**src/sv/i2e_pkg.sv**
```systemverilog
package i2e_pkg;

  localparam logic [7:0] BYTE_ESC    = 8'h1b;
  localparam logic [7:0] BYTE_SO     = 8'h0e;
  localparam logic [7:0] BYTE_SI     = 8'h0f;
  localparam logic [7:0] BYTE_HIGH   = 8'h80;
  localparam logic [7:0] JIS_LO      = 8'h21;
  localparam logic [7:0] JIS_HI      = 8'h7e;
  localparam logic [7:0] CHAR_PAREN  = 8'h28;
  localparam logic [7:0] CHAR_DOLLAR = 8'h24;
  localparam logic [7:0] CHAR_B      = 8'h42;
  localparam logic [7:0] CHAR_J      = 8'h4a;
  localparam logic [7:0] CHAR_AT     = 8'h40;

  localparam int FIFO_DEPTH = 4;
  localparam int FIFO_AW    = $clog2(FIFO_DEPTH);
  localparam int FIFO_CW    = $clog2(FIFO_DEPTH + 1);

  typedef enum logic [2:0] {
    PH_IDLE   = 3'd0,
    PH_ESC    = 3'd1,
    PH_PAREN  = 3'd2,
    PH_DOLLAR = 3'd3,
    PH_JIS2   = 3'd4
  } phase_t;

  typedef enum logic [1:0] {
    ERR_NONE       = 2'd0,
    ERR_INVALID    = 2'd1,
    ERR_INCOMPLETE = 2'd2
  } err_t;

  typedef enum logic {
    MODE_ASCII = 1'b0,
    MODE_JIS   = 1'b1
  } mode_t;

  typedef struct packed {
    logic       two;
    logic [7:0] byte0;
    logic [7:0] byte1;
    err_t       err;
  } cmd_t;

  typedef struct packed {
    logic empty;
    logic full;
  } q_status_t;

endpackage

```
**src/sv/i2e_ifs.sv**
```systemverilog
interface i2e_iso_if;
  logic       valid;
  logic       ready;
  logic       op;
  logic [7:0] in_byte;

  modport source (output valid, output op, output in_byte, input ready);
  modport sink   (input valid, input op, input in_byte, output ready);
endinterface

interface i2e_euc_if;
  logic       valid;
  logic       ready;
  logic [7:0] out_byte;
  logic [1:0] error_code;
  logic       last;

  modport source (output valid, output out_byte, output error_code, output last, input ready);
  modport sink   (input valid, input out_byte, input error_code, input last, output ready);
endinterface

```
**src/sv/i2e_front.sv**
```systemverilog
module i2e_front (
  input  logic                clk,
  input  logic                rst,
  i2e_iso_if.sink             iso,
  input  i2e_pkg::q_status_t  stat,
  output logic                push,
  output i2e_pkg::cmd_t       cmd
);

  i2e_pkg::phase_t phase, phase_next;
  i2e_pkg::mode_t  mode, mode_next;
  logic [6:0]      held, held_next;
  logic            accept;
  logic            cmd_valid;
  logic [7:0]      b;
  logic            jis_byte;
  logic            bad_lead;

  assign b        = iso.in_byte;
  assign jis_byte = (b >= i2e_pkg::JIS_LO) && (b <= i2e_pkg::JIS_HI);
  assign bad_lead = (b == i2e_pkg::BYTE_SO) || (b == i2e_pkg::BYTE_SI) || b[7];
  assign iso.ready = !stat.full;
  assign accept    = iso.valid && iso.ready;
  assign push      = accept && cmd_valid;

  always_comb begin
    phase_next = i2e_pkg::PH_IDLE;
    mode_next  = mode;
    held_next  = held;
    if (!iso.op) begin
      unique case (phase)
        i2e_pkg::PH_ESC: begin
          if (b == i2e_pkg::CHAR_PAREN) phase_next = i2e_pkg::PH_PAREN;
          else if (b == i2e_pkg::CHAR_DOLLAR) phase_next = i2e_pkg::PH_DOLLAR;
        end
        i2e_pkg::PH_PAREN: begin
          if (b == i2e_pkg::CHAR_B || b == i2e_pkg::CHAR_J) mode_next = i2e_pkg::MODE_ASCII;
        end
        i2e_pkg::PH_DOLLAR: begin
          if (b == i2e_pkg::CHAR_AT || b == i2e_pkg::CHAR_B) mode_next = i2e_pkg::MODE_JIS;
        end
        i2e_pkg::PH_JIS2: begin
          phase_next = i2e_pkg::PH_IDLE;
        end
        default: begin
          if (b == i2e_pkg::BYTE_ESC) begin
            phase_next = i2e_pkg::PH_ESC;
          end else if (!bad_lead && mode == i2e_pkg::MODE_JIS && jis_byte) begin
            phase_next = i2e_pkg::PH_JIS2;
            held_next  = b[6:0];
          end
        end
      endcase
    end
  end

  always_comb begin
    cmd_valid = 1'b0;
    cmd.two   = 1'b0;
    cmd.byte0 = 8'h00;
    cmd.byte1 = b | i2e_pkg::BYTE_HIGH;
    cmd.err   = i2e_pkg::ERR_INVALID;
    if (iso.op) begin
      cmd_valid = (phase != i2e_pkg::PH_IDLE);
      cmd.err   = i2e_pkg::ERR_INCOMPLETE;
    end else begin
      unique case (phase)
        i2e_pkg::PH_ESC: begin
          cmd_valid = !(b == i2e_pkg::CHAR_PAREN || b == i2e_pkg::CHAR_DOLLAR);
        end
        i2e_pkg::PH_PAREN: begin
          cmd_valid = !(b == i2e_pkg::CHAR_B || b == i2e_pkg::CHAR_J);
        end
        i2e_pkg::PH_DOLLAR: begin
          cmd_valid = !(b == i2e_pkg::CHAR_AT || b == i2e_pkg::CHAR_B);
        end
        i2e_pkg::PH_JIS2: begin
          cmd_valid = 1'b1;
          if (jis_byte) begin
            cmd.two   = 1'b1;
            cmd.byte0 = {1'b1, held};
            cmd.err   = i2e_pkg::ERR_NONE;
          end
        end
        default: begin
          if (b == i2e_pkg::BYTE_ESC) begin
            cmd_valid = 1'b0;
          end else if (bad_lead) begin
            cmd_valid = 1'b1;
          end else if (mode == i2e_pkg::MODE_ASCII) begin
            cmd_valid = 1'b1;
            cmd.byte0 = b;
            cmd.err   = i2e_pkg::ERR_NONE;
          end else begin
            cmd_valid = !jis_byte;
          end
        end
      endcase
    end
  end

  always_ff @(posedge clk) begin
    if (rst) begin
      phase <= i2e_pkg::PH_IDLE;
      mode  <= i2e_pkg::MODE_ASCII;
      held  <= 7'h00;
    end else if (accept) begin
      phase <= phase_next;
      mode  <= mode_next;
      held  <= held_next;
    end
  end

  a_held_printable: assert property (@(posedge clk) disable iff (rst)
    phase == i2e_pkg::PH_JIS2 |-> (held >= 7'h21 && held <= 7'h7e))
    else $error("held JIS lead byte out of range");

  a_jis2_needs_mode: assert property (@(posedge clk) disable iff (rst)
    phase == i2e_pkg::PH_JIS2 |-> mode == i2e_pkg::MODE_JIS)
    else $error("JIS pair pending outside JIS mode");

endmodule

```
**src/sv/i2e_fifo.sv**
```systemverilog
module i2e_fifo (
  input  logic                clk,
  input  logic                rst,
  input  logic                push,
  input  i2e_pkg::cmd_t       wr_cmd,
  input  logic                pop,
  output i2e_pkg::cmd_t       rd_cmd,
  output i2e_pkg::q_status_t  stat
);

  i2e_pkg::cmd_t                 entries [i2e_pkg::FIFO_DEPTH];
  logic [i2e_pkg::FIFO_AW-1:0]   wr_ptr;
  logic [i2e_pkg::FIFO_AW-1:0]   rd_ptr;
  logic [i2e_pkg::FIFO_CW-1:0]   count;

  assign stat.empty = (count == '0);
  assign stat.full  = (count == i2e_pkg::FIFO_CW'(i2e_pkg::FIFO_DEPTH));
  assign rd_cmd     = entries[rd_ptr];

  always_ff @(posedge clk) begin
    if (push) begin
      entries[wr_ptr] <= wr_cmd;
    end
  end

  always_ff @(posedge clk) begin
    if (rst) begin
      wr_ptr <= '0;
      rd_ptr <= '0;
      count  <= '0;
    end else begin
      if (push) wr_ptr <= wr_ptr + 1'b1;
      if (pop) rd_ptr <= rd_ptr + 1'b1;
      case ({push, pop})
        2'b10:   count <= count + 1'b1;
        2'b01:   count <= count - 1'b1;
        default: count <= count;
      endcase
    end
  end

  a_no_overflow: assert property (@(posedge clk) disable iff (rst)
    push |-> !stat.full)
    else $error("push into full queue");

  a_no_underflow: assert property (@(posedge clk) disable iff (rst)
    pop |-> !stat.empty)
    else $error("pop from empty queue");

endmodule

```
**src/sv/i2e_back.sv**
```systemverilog
module i2e_back (
  input  logic                clk,
  input  logic                rst,
  input  i2e_pkg::cmd_t       head,
  input  i2e_pkg::q_status_t  stat,
  output logic                pop,
  i2e_euc_if.source           euc
);

  logic          valid;
  logic [7:0]    data;
  i2e_pkg::err_t err;
  logic          last_flag;
  logic          pending;
  logic [7:0]    spare;
  logic          load;

  assign load = !valid || euc.ready;
  assign pop  = load && !pending && !stat.empty;

  assign euc.valid      = valid;
  assign euc.out_byte   = data;
  assign euc.error_code = err;
  assign euc.last       = last_flag;

  always_ff @(posedge clk) begin
    if (rst) begin
      valid   <= 1'b0;
      pending <= 1'b0;
    end else if (load) begin
      if (pending) begin
        valid   <= 1'b1;
        pending <= 1'b0;
      end else begin
        valid   <= !stat.empty;
        pending <= pop && head.two;
      end
    end
  end

  always_ff @(posedge clk) begin
    if (load) begin
      if (pending) begin
        data      <= spare;
        err       <= i2e_pkg::ERR_NONE;
        last_flag <= 1'b1;
      end else begin
        data      <= head.byte0;
        err       <= head.err;
        last_flag <= !head.two;
        spare     <= head.byte1;
      end
    end
  end

  a_pending_needs_valid: assert property (@(posedge clk) disable iff (rst)
    pending |-> valid)
    else $error("second byte pending without a first");

  a_second_follows: assert property (@(posedge clk) disable iff (rst)
    pending && euc.ready |=> valid && last_flag && err == i2e_pkg::ERR_NONE)
    else $error("second byte of pair not issued");

  a_error_is_last: assert property (@(posedge clk) disable iff (rst)
    valid && err != i2e_pkg::ERR_NONE |-> last_flag)
    else $error("error result not marked last");

endmodule

```
**src/sv/iso2022jp_to_eucjp_decoder_core.sv**
```systemverilog
// A result is registered twice, in a queue entry and then in the output register,
// before it is presented on the output.
// Throughput: one input byte per cycle while the queue is not full; one result
// per cycle while the sink is ready, so a JIS pair issues its two bytes in turn.
// A four-entry queue between the parser and the output stage absorbs output stalls.
// Reset (rst, synchronous): parser idle, ASCII mode, queue and output emptied.
module iso2022jp_to_eucjp_decoder_core (
  input  logic       clk,
  input  logic       rst,
  i2e_iso_if.sink    iso,
  i2e_euc_if.source  euc
);

  i2e_pkg::cmd_t      wr_cmd;
  i2e_pkg::cmd_t      rd_cmd;
  i2e_pkg::q_status_t stat;
  logic               push;
  logic               pop;

  i2e_front u_front (
    .clk  (clk),
    .rst  (rst),
    .iso  (iso),
    .stat (stat),
    .push (push),
    .cmd  (wr_cmd)
  );

  i2e_fifo u_fifo (
    .clk    (clk),
    .rst    (rst),
    .push   (push),
    .wr_cmd (wr_cmd),
    .pop    (pop),
    .rd_cmd (rd_cmd),
    .stat   (stat)
  );

  i2e_back u_back (
    .clk  (clk),
    .rst  (rst),
    .head (rd_cmd),
    .stat (stat),
    .pop  (pop),
    .euc  (euc)
  );

endmodule

```
**src/flat_wrapper.sv**
```systemverilog
// flat-port wrapper written by rule: the top's interface ports become plain ports
module iso2022jp_to_eucjp_decoder_core_flat 
  (clk, rst, iso_valid, iso_op, iso_in_byte, iso_ready, euc_valid, euc_out_byte, euc_error_code, euc_last, euc_ready);
  i2e_iso_if iso_i ();
  i2e_euc_if euc_i ();
  input  logic clk;
  input  logic rst;
  input wire logic [$bits(iso_i.valid)-1:0] iso_valid;
  input wire logic [$bits(iso_i.op)-1:0] iso_op;
  input wire logic [$bits(iso_i.in_byte)-1:0] iso_in_byte;
  output wire logic [$bits(iso_i.ready)-1:0] iso_ready;
  output wire logic [$bits(euc_i.valid)-1:0] euc_valid;
  output wire logic [$bits(euc_i.out_byte)-1:0] euc_out_byte;
  output wire logic [$bits(euc_i.error_code)-1:0] euc_error_code;
  output wire logic [$bits(euc_i.last)-1:0] euc_last;
  input wire logic [$bits(euc_i.ready)-1:0] euc_ready;
  assign iso_i.valid = iso_valid;
  assign iso_i.op = iso_op;
  assign iso_i.in_byte = iso_in_byte;
  assign iso_ready = iso_i.ready;
  assign euc_valid = euc_i.valid;
  assign euc_out_byte = euc_i.out_byte;
  assign euc_error_code = euc_i.error_code;
  assign euc_last = euc_i.last;
  assign euc_i.ready = euc_ready;
  iso2022jp_to_eucjp_decoder_core u_core (.clk(clk), .rst(rst), .iso(iso_i), .euc(euc_i));
endmodule
```
**config.mk**
```make
export PLATFORM = sky130hd
export DESIGN_NAME = iso2022jp_to_eucjp_decoder_core_flat
export DESIGN_NICKNAME = d
export VERILOG_FILES = /design/src/sv/i2e_pkg.sv /design/src/sv/i2e_ifs.sv /design/src/sv/i2e_front.sv /design/src/sv/i2e_fifo.sv /design/src/sv/i2e_back.sv /design/src/sv/iso2022jp_to_eucjp_decoder_core.sv /design/src/flat_wrapper.sv
export SDC_FILE = /design/constraint.sdc
export NUM_CORES = 1
export LEC_CHECK = 0
export ABC_AREA = 1
export ABC_CLOCK_PERIOD_IN_PS = 2400
export BUFFER_PORTS_ARGS = -buffer_cell sky130_fd_sc_hd__buf_4
export CORE_MARGIN = 4
export CORE_UTILIZATION = 55
export DETAILED_ROUTE_END_ITERATION = 8
export PLACE_DENSITY_LB_ADDON = 0.08
export SLEW_MARGIN = 0
export SYNTH_ARGS = -nofsm -noshare
export SYNTH_HDL_FRONTEND = slang
export SYNTH_HIERARCHICAL = 1
export SYNTH_SLANG_ARGS = --single-unit
```
**constraint.sdc**
```tcl
create_clock -name clk -period 2.4 [get_ports clk]
set_input_delay 0.24 -clock clk [delete_from_list [all_inputs] [get_ports clk]]
set_output_delay 0.24 -clock clk [all_outputs]
set_load 0.1 [all_outputs]
```
==> out/results.ini, run 1 <==
[critical_path]
path_max_fanout = 10
critPathRequiredTime_ps = 2800
startpoint_type = input pin
cp-end-kind = flip-flop
rrSetupSlack_ps = 220
rr_worst_depth = 17
crit_path_end = u_core/u_fifo/count[2]
crit_type = input pin to flip-flop
cp_data_arrival_time_ps = 2690
r2r-start = u_core/u_front/phase[0]
crit_start = iso_in_byte[6]
r2r-end = u_core/u_fifo/count[2]

[power_and_ir_drop]
leakage_nw = 2.41
peakVddDrop_v = 0.000550
power.density_mw_per_mm2 = 1250

[global_route]
grt_usage = 0.210
grt_pass1_wl_um = 16400
antenna_found_initial = 0
grt_pass1_vias = 3288
grt_max_degree = 39
grt_remaining_overflow = 0

[synth]
yosys-top-cells-area = edfxtp_1, dfxtp_1, nand2_1, nor2_1, o21ai_0
ys_seq_area_frac = 0.657
ys.flop_type = edfxtp_1
synth_top_area_share = 0.569
netlist_top_cells_count = edfxtp_1, nand2_1, nor2_1
synthArstFlopShare = 0
synth.avg_cell_area_um2 = 10.6
synth_edf_count = 95
ys_types = 31
synth.most_common_cell = edfxtp_1
syn-num-nets = 490
yosys.area.top_type = edfxtp_1
ys.warnings.count = 6
ys_seq_elements = 117
netlist_instances = 471
synth_area_mm2 = 0.00501

[placement]
dp_slack_ps = 84.1
dp_hpwl_um = 6590
numPortBuffers = 25
dp.cells = 598
gp_congestion = 0.868
placed_cell_area_mm2 = 0.00531

[clock_network]
cts_buffer_depth = 2
cts-buffers-inserted = 17
cts-htree-levels = 4
clockRootBuffer = clkbuf_8
clkLatencyLatePin_ps = 500
path_clk_slew_ps = 60
cts.sinks = 117
cts_tree = yes

[routing]
dr.pass1.iters = 5
drt_wl_total_um = 10400
avgViaCountPerCell = 5.42
ant_nets = 0
route.detailed.drc = 0
wire_per_inst_um = 16.2
vias = 3468
drt_iter0_drc = 236

[timing]
finalHoldViolations = 0
fin_skew_ps = 10.3
finalCritPeriodShare = 0.955
hold_ws_ps = 26.8
max_freq_mhz = 436
setup_viol = 0
worst_slew_pin_slew_ps = 648
finalWorstPathRequiredPeriod_ps = 2290
finalMaxSlewViolations = 0
max_slew_margin = 0.567
setup_ws_ps = 107

[finish]
n_fill_cell = 642
multiInputGateArea_mm2 = 0.00138
fin_nets = 538
stdcell_area_mm2 = 0.00605
post_route_cells_drive_above_1_share = 0.195
instances_no_fill = 640
diodes = 0
ff_latch_area_mm2 = 0.00329
synthToLayoutAreaGrowth_pct = 20.8

[floorplanning]
die_x_um = 103
initial_core_util = 0.569
die_area_mm2 = 0.0107
ios = 26
rows = 34
fp.dieH_um = 103
core_area_mm2 = 0.00881

[worst_hold_path]
hp-class = input pin to flip-flop

[run]
cap_violations = 0

[status]
status = finished clean

## how the worst min path moves through the flow
stage               cells after the start  slack, ps                     from                          end
floorplan                               1        300                      rst        u_core/u_back/pending
global placement                        1        420  u_core/u_fifo/rd_ptr[1]                    flip-flop
detailed placement                      1        430  u_core/u_fifo/rd_ptr[1]                    flip-flop
CTS                                     1         10                   iso_op  u_core/u_fifo/entries[0][1]
global route                            1         10                   iso_op  u_core/u_fifo/entries[0][1]
finish                                  1         30                   iso_op  u_core/u_fifo/entries[0][1]
## flip-flops by register name, summed over array words and instances (netlist names), 2 cells and up, named ones only
name,flops
u_core/u_front/phase,3
u_core/u_back/euc.out_byte,8
u_core/u_back/spare,8
u_core/u_fifo/rd_ptr,2
u_core/u_back/euc.error_code,2
u_core/u_fifo/count,3
u_core/u_fifo/wr_ptr,2
u_core/u_front/held,7
u_core/u_fifo/entries,76
## worst max-delay path, stage by stage
cell and delay [ps]:
dlygate4sd3_1 530, buf_4 170, nor2_1 160, nand3_1 120
o21ai_1 150, nand2_1 70, nor2_2 130, a21oi_2 70
inv_1 80, ha_1 170, inv_1 80, fa_2 390
inv_1 60, nand2_1 70, nand3_1 70, nand2_1 50
inv_1 40, nor2_1 40
## placed cells by master (no fill, tap or decap), types with 5 or more instances in the layout
cell type      Yosys  layout
o22ai_1           19      19
nand2_1           88      88
clkbuf_16          0      16
dlygate4sd3_1      0       8
inv_1             36      34
edfxtp_1          95      95
dfxtp_1           22      22
inv_2              4       6
ha_1               5       5
buf_4             11      40
o21ai_0           45      44
nor2_1            78      73
nand3_1           19      19
nor2_2             4       8
a21oi_1           11      10
## through the flow
step / setup TNS (ps) / utilization / power, mW
4_1_cts: 0 / 0.682 / 7.59
5_1_grt: -20.9 / 0.687 / 7.94
3_3_place_gp: 0 / 0.603 / 4.99
6_report: 0 / 0.687 / 7.57
3_5_place_dp: 0 / 0.603 / 5.04
2_1_floorplan: 0 / - / 4.56
## cell families after synthesis
family,Yosys count,share of synthesized area
adder cells (fa/ha/maj),6,0.0165
other,1,0.000748
AND/OR/NAND/NOR,202,0.167
buffers and inverters,66,0.0726
flip-flops,117,0.657
AO/OA/AOI/OAI,79,0.0864
## power breakdown
group / switching, mW / internal, mW
Combinational: 1.77 / 0.571
Clock: 0.892 / 1.65
Sequential: 0.107 / 2.58
## routing by layer
| metal | track usage | routed length, µm | vias up |
|---|---|---|---|
| li1 | - | - | 1695 |
| met1 | 0.266 | 4430 | 1630 |
| met2 | 0.348 | 5120 | 125 |
| met3 | 0.0449 | 622 | 18 |
| met4 | 0.0916 | 189 | 0 |
| met5 | 0 | 0 | - |
## layout make-up
class	instances	area share
tap	108	0.0223
clock buffer	19	0.0730
sequential	117	0.544
inverter	42	0.0260
multi-input combinational	288	0.229
clock inverter	13	0.0281
timing repair buffer	53	0.0779
## repair_timing
item,4_1_cts,5_1_grt
setup buffers,0,2
endpoints found under the hold margin,32,0
resized for setup,0,12
hold buffers,8,0
setup endpoints to repair,0,2
Note: power is estimated with default switching activity, not from simulation.
==> run 2, diff against run 1 <==
CORE_UTILIZATION = 61   (was 55)
==> run 2 against run 1 <==
Against the previous run: combinational power is essentially flat; total power shrank 3.4%; first-iteration DRC count grew 17%; core utilization grew 7.0 points; sequential power is essentially flat; global-route usage grew 2.5 points; clock power shrank 11%; non-clock buffer count shrank 4; critical endpoint unchanged.
==> out/results.ini, run 2 (synthesis gave the netlist of run 1 again) <==
[routing]
drt_wl_total_um = 10800
vias = 3477
wire_per_inst_um = 17.2
dr.pass1.iters = 5
avgViaCountPerCell = 5.52
ant_nets = 0
drt_iter0_drc = 277
route.detailed.drc = 0

[clock_network]
cts_tree = yes
cts-htree-levels = 4
cts-buffers-inserted = 17
clkLatencyLatePin_ps = 510
path_clk_slew_ps = 50
cts.sinks = 117
clockRootBuffer = clkbuf_8
cts_buffer_depth = 2
cts_setup_buffers = 0

[floorplanning]
core_area_mm2 = 0.00785
die_x_um = 98.6
initial_core_util = 0.639
ios = 26
fp.dieH_um = 98.6
die_area_mm2 = 0.00973
rows = 32

[critical_path]
crit_type = input pin to flip-flop
r2r-start = u_core/u_fifo/count[2]
rrSetupSlack_ps = 190
rr_worst_depth = 17
cp-end-kind = flip-flop
path_max_fanout = 8
cp_data_arrival_time_ps = 2640
critPathRequiredTime_ps = 2800
startpoint_type = input pin
crit_start = iso_in_byte[0]

[finish]
diodes = 0
instances_no_fill = 630
stdcell_area_mm2 = 0.00594
synthToLayoutAreaGrowth_pct = 18.6
largest_reg_flops = 76
final_cell_mix = edfxtp_1, nand2_1, nor2_1
final_common_cell = edfxtp_1
n_fill_cell = 521
top_register = u_core/u_fifo/entries
multiInputGateArea_mm2 = 0.00139
post_route_cells_drive_above_1_share = 0.184
ff_latch_area_mm2 = 0.00329
fin_nets = 534

[power_and_ir_drop]
seqPwrFrac = 0.370
switching_share = 0.375
p_int_mw = 4.57
peakVddDrop_v = 0.000602
p_switching_mw = 2.74
pwr-share-clk = 0.308
totalPowerFinal_mw = 7.31
power.density_mw_per_mm2 = 1230
leakage_nw = 2.35
comb_power_share = 0.323

[global_route]
grt_remaining_overflow = 0
antenna_found_initial = 0
grt_usage = 0.235
grt_max_degree = 39
grt_pass1_vias = 3502
grt_pass1_wl_um = 17400

[timing]
finalWorstPathRequiredPeriod_ps = 2240
max_freq_mhz = 447
fin_skew_ps = 11.3
worst_slew_pin_slew_ps = 654
finalCritPeriodShare = 0.932
finalMaxSlewViolations = 0
rsz0062_at_grt = false
max_slew_margin = 0.564
setup_viol = 0
tns_ps = 0
finalHoldViolations = 0

[placement]
dp_hpwl_um = 6620
numPortBuffers = 25
dp.cells = 591
gp_congestion = 0.831
placed_cell_area_mm2 = 0.00530

[worst_hold_path]
hp-class = input pin to flip-flop
min_delay_path_depth = 4
min_from = euc_ready

[status]
status = finished clean

[run]
cap_violations = 0

run 2: cell types whose count changed in the layout (fill, tap and decap cells not counted), moves of 2 or more:
cell / delta
bufinv_16: -2
clkbuf_1: +4
inv_6: -4
buf_4: -3
run 2: path summary, 6_finish.rpt:
path / end
min reg2reg: flip-flop
max reg2reg: u_core/u_fifo/count[2]
min: u_core/u_back/pending
max: u_core/u_fifo/count[2]
run 2: area by class of cell:
cell class | instances | share of cell area
inverters | 42 | 0.0265
multi-input cells | 288 | 0.233
flip-flops and latches | 117 | 0.554
well taps | 102 | 0.0215
clock buffers | 23 | 0.0768
repair buffers | 49 | 0.0739
clock inverters | 9 | 0.0139
run 2: routing by layer:
layer | vias up | wire (µm) | global-route usage
met1 | 1617 | 4320 | 0.294
met3 | 10 | 952 | 0.0694
li1 | 1679 | - | -
met4 | 0 | 91 | 0.0662
met5 | - | 0 | 0
met2 | 171 | 5480 | 0.400
run 2: repair_timing:
item,in CTS,in global routing
setup endpoints to repair,0,2
resized for setup,0,12
hold buffers,7,0
endpoints found under the hold margin,29,0
run 2: critical path: stages:
cell and delay (ps):
dlygate4sd3_1 550, buf_4 180, nor2_4 120, nand3_1 110, o21ai_0 160, nand2_1 70, nor2_1 100, a21oi_1 90
inv_1 90, ha_2 180, inv_1 70, fa_2 350, inv_1 60, nand2_1 60, nand3_1 70, nand2_1 60
inv_1 50, nor2_1 30
run 2: power by group through the flow:
| stage | Sequential [mW] | Combinational [mW] | Clock, mW |
|---|---|---|---|
| after floorplan | 3.48 | 1.08 | 0 |
| after global placement | 2.73 | 2.24 | 0 |
| after detailed placement | 2.73 | 2.28 | 0 |
| after CTS | 2.70 | 2.33 | 2.28 |
| after global routing | 2.73 | 2.54 | 2.40 |
| final | 2.70 | 2.36 | 2.25 |
run 2: metrics by stage:
step                      utilization  hold WS [ps]  worst slack, ps
after CTS                       0.753          46.6             62.9
final                           0.757          71.2              164
after detailed placement        0.675           455             76.4
after floorplan                     -           302             12.7
after global placement          0.675           425              127
after global routing            0.757          57.2             6.78
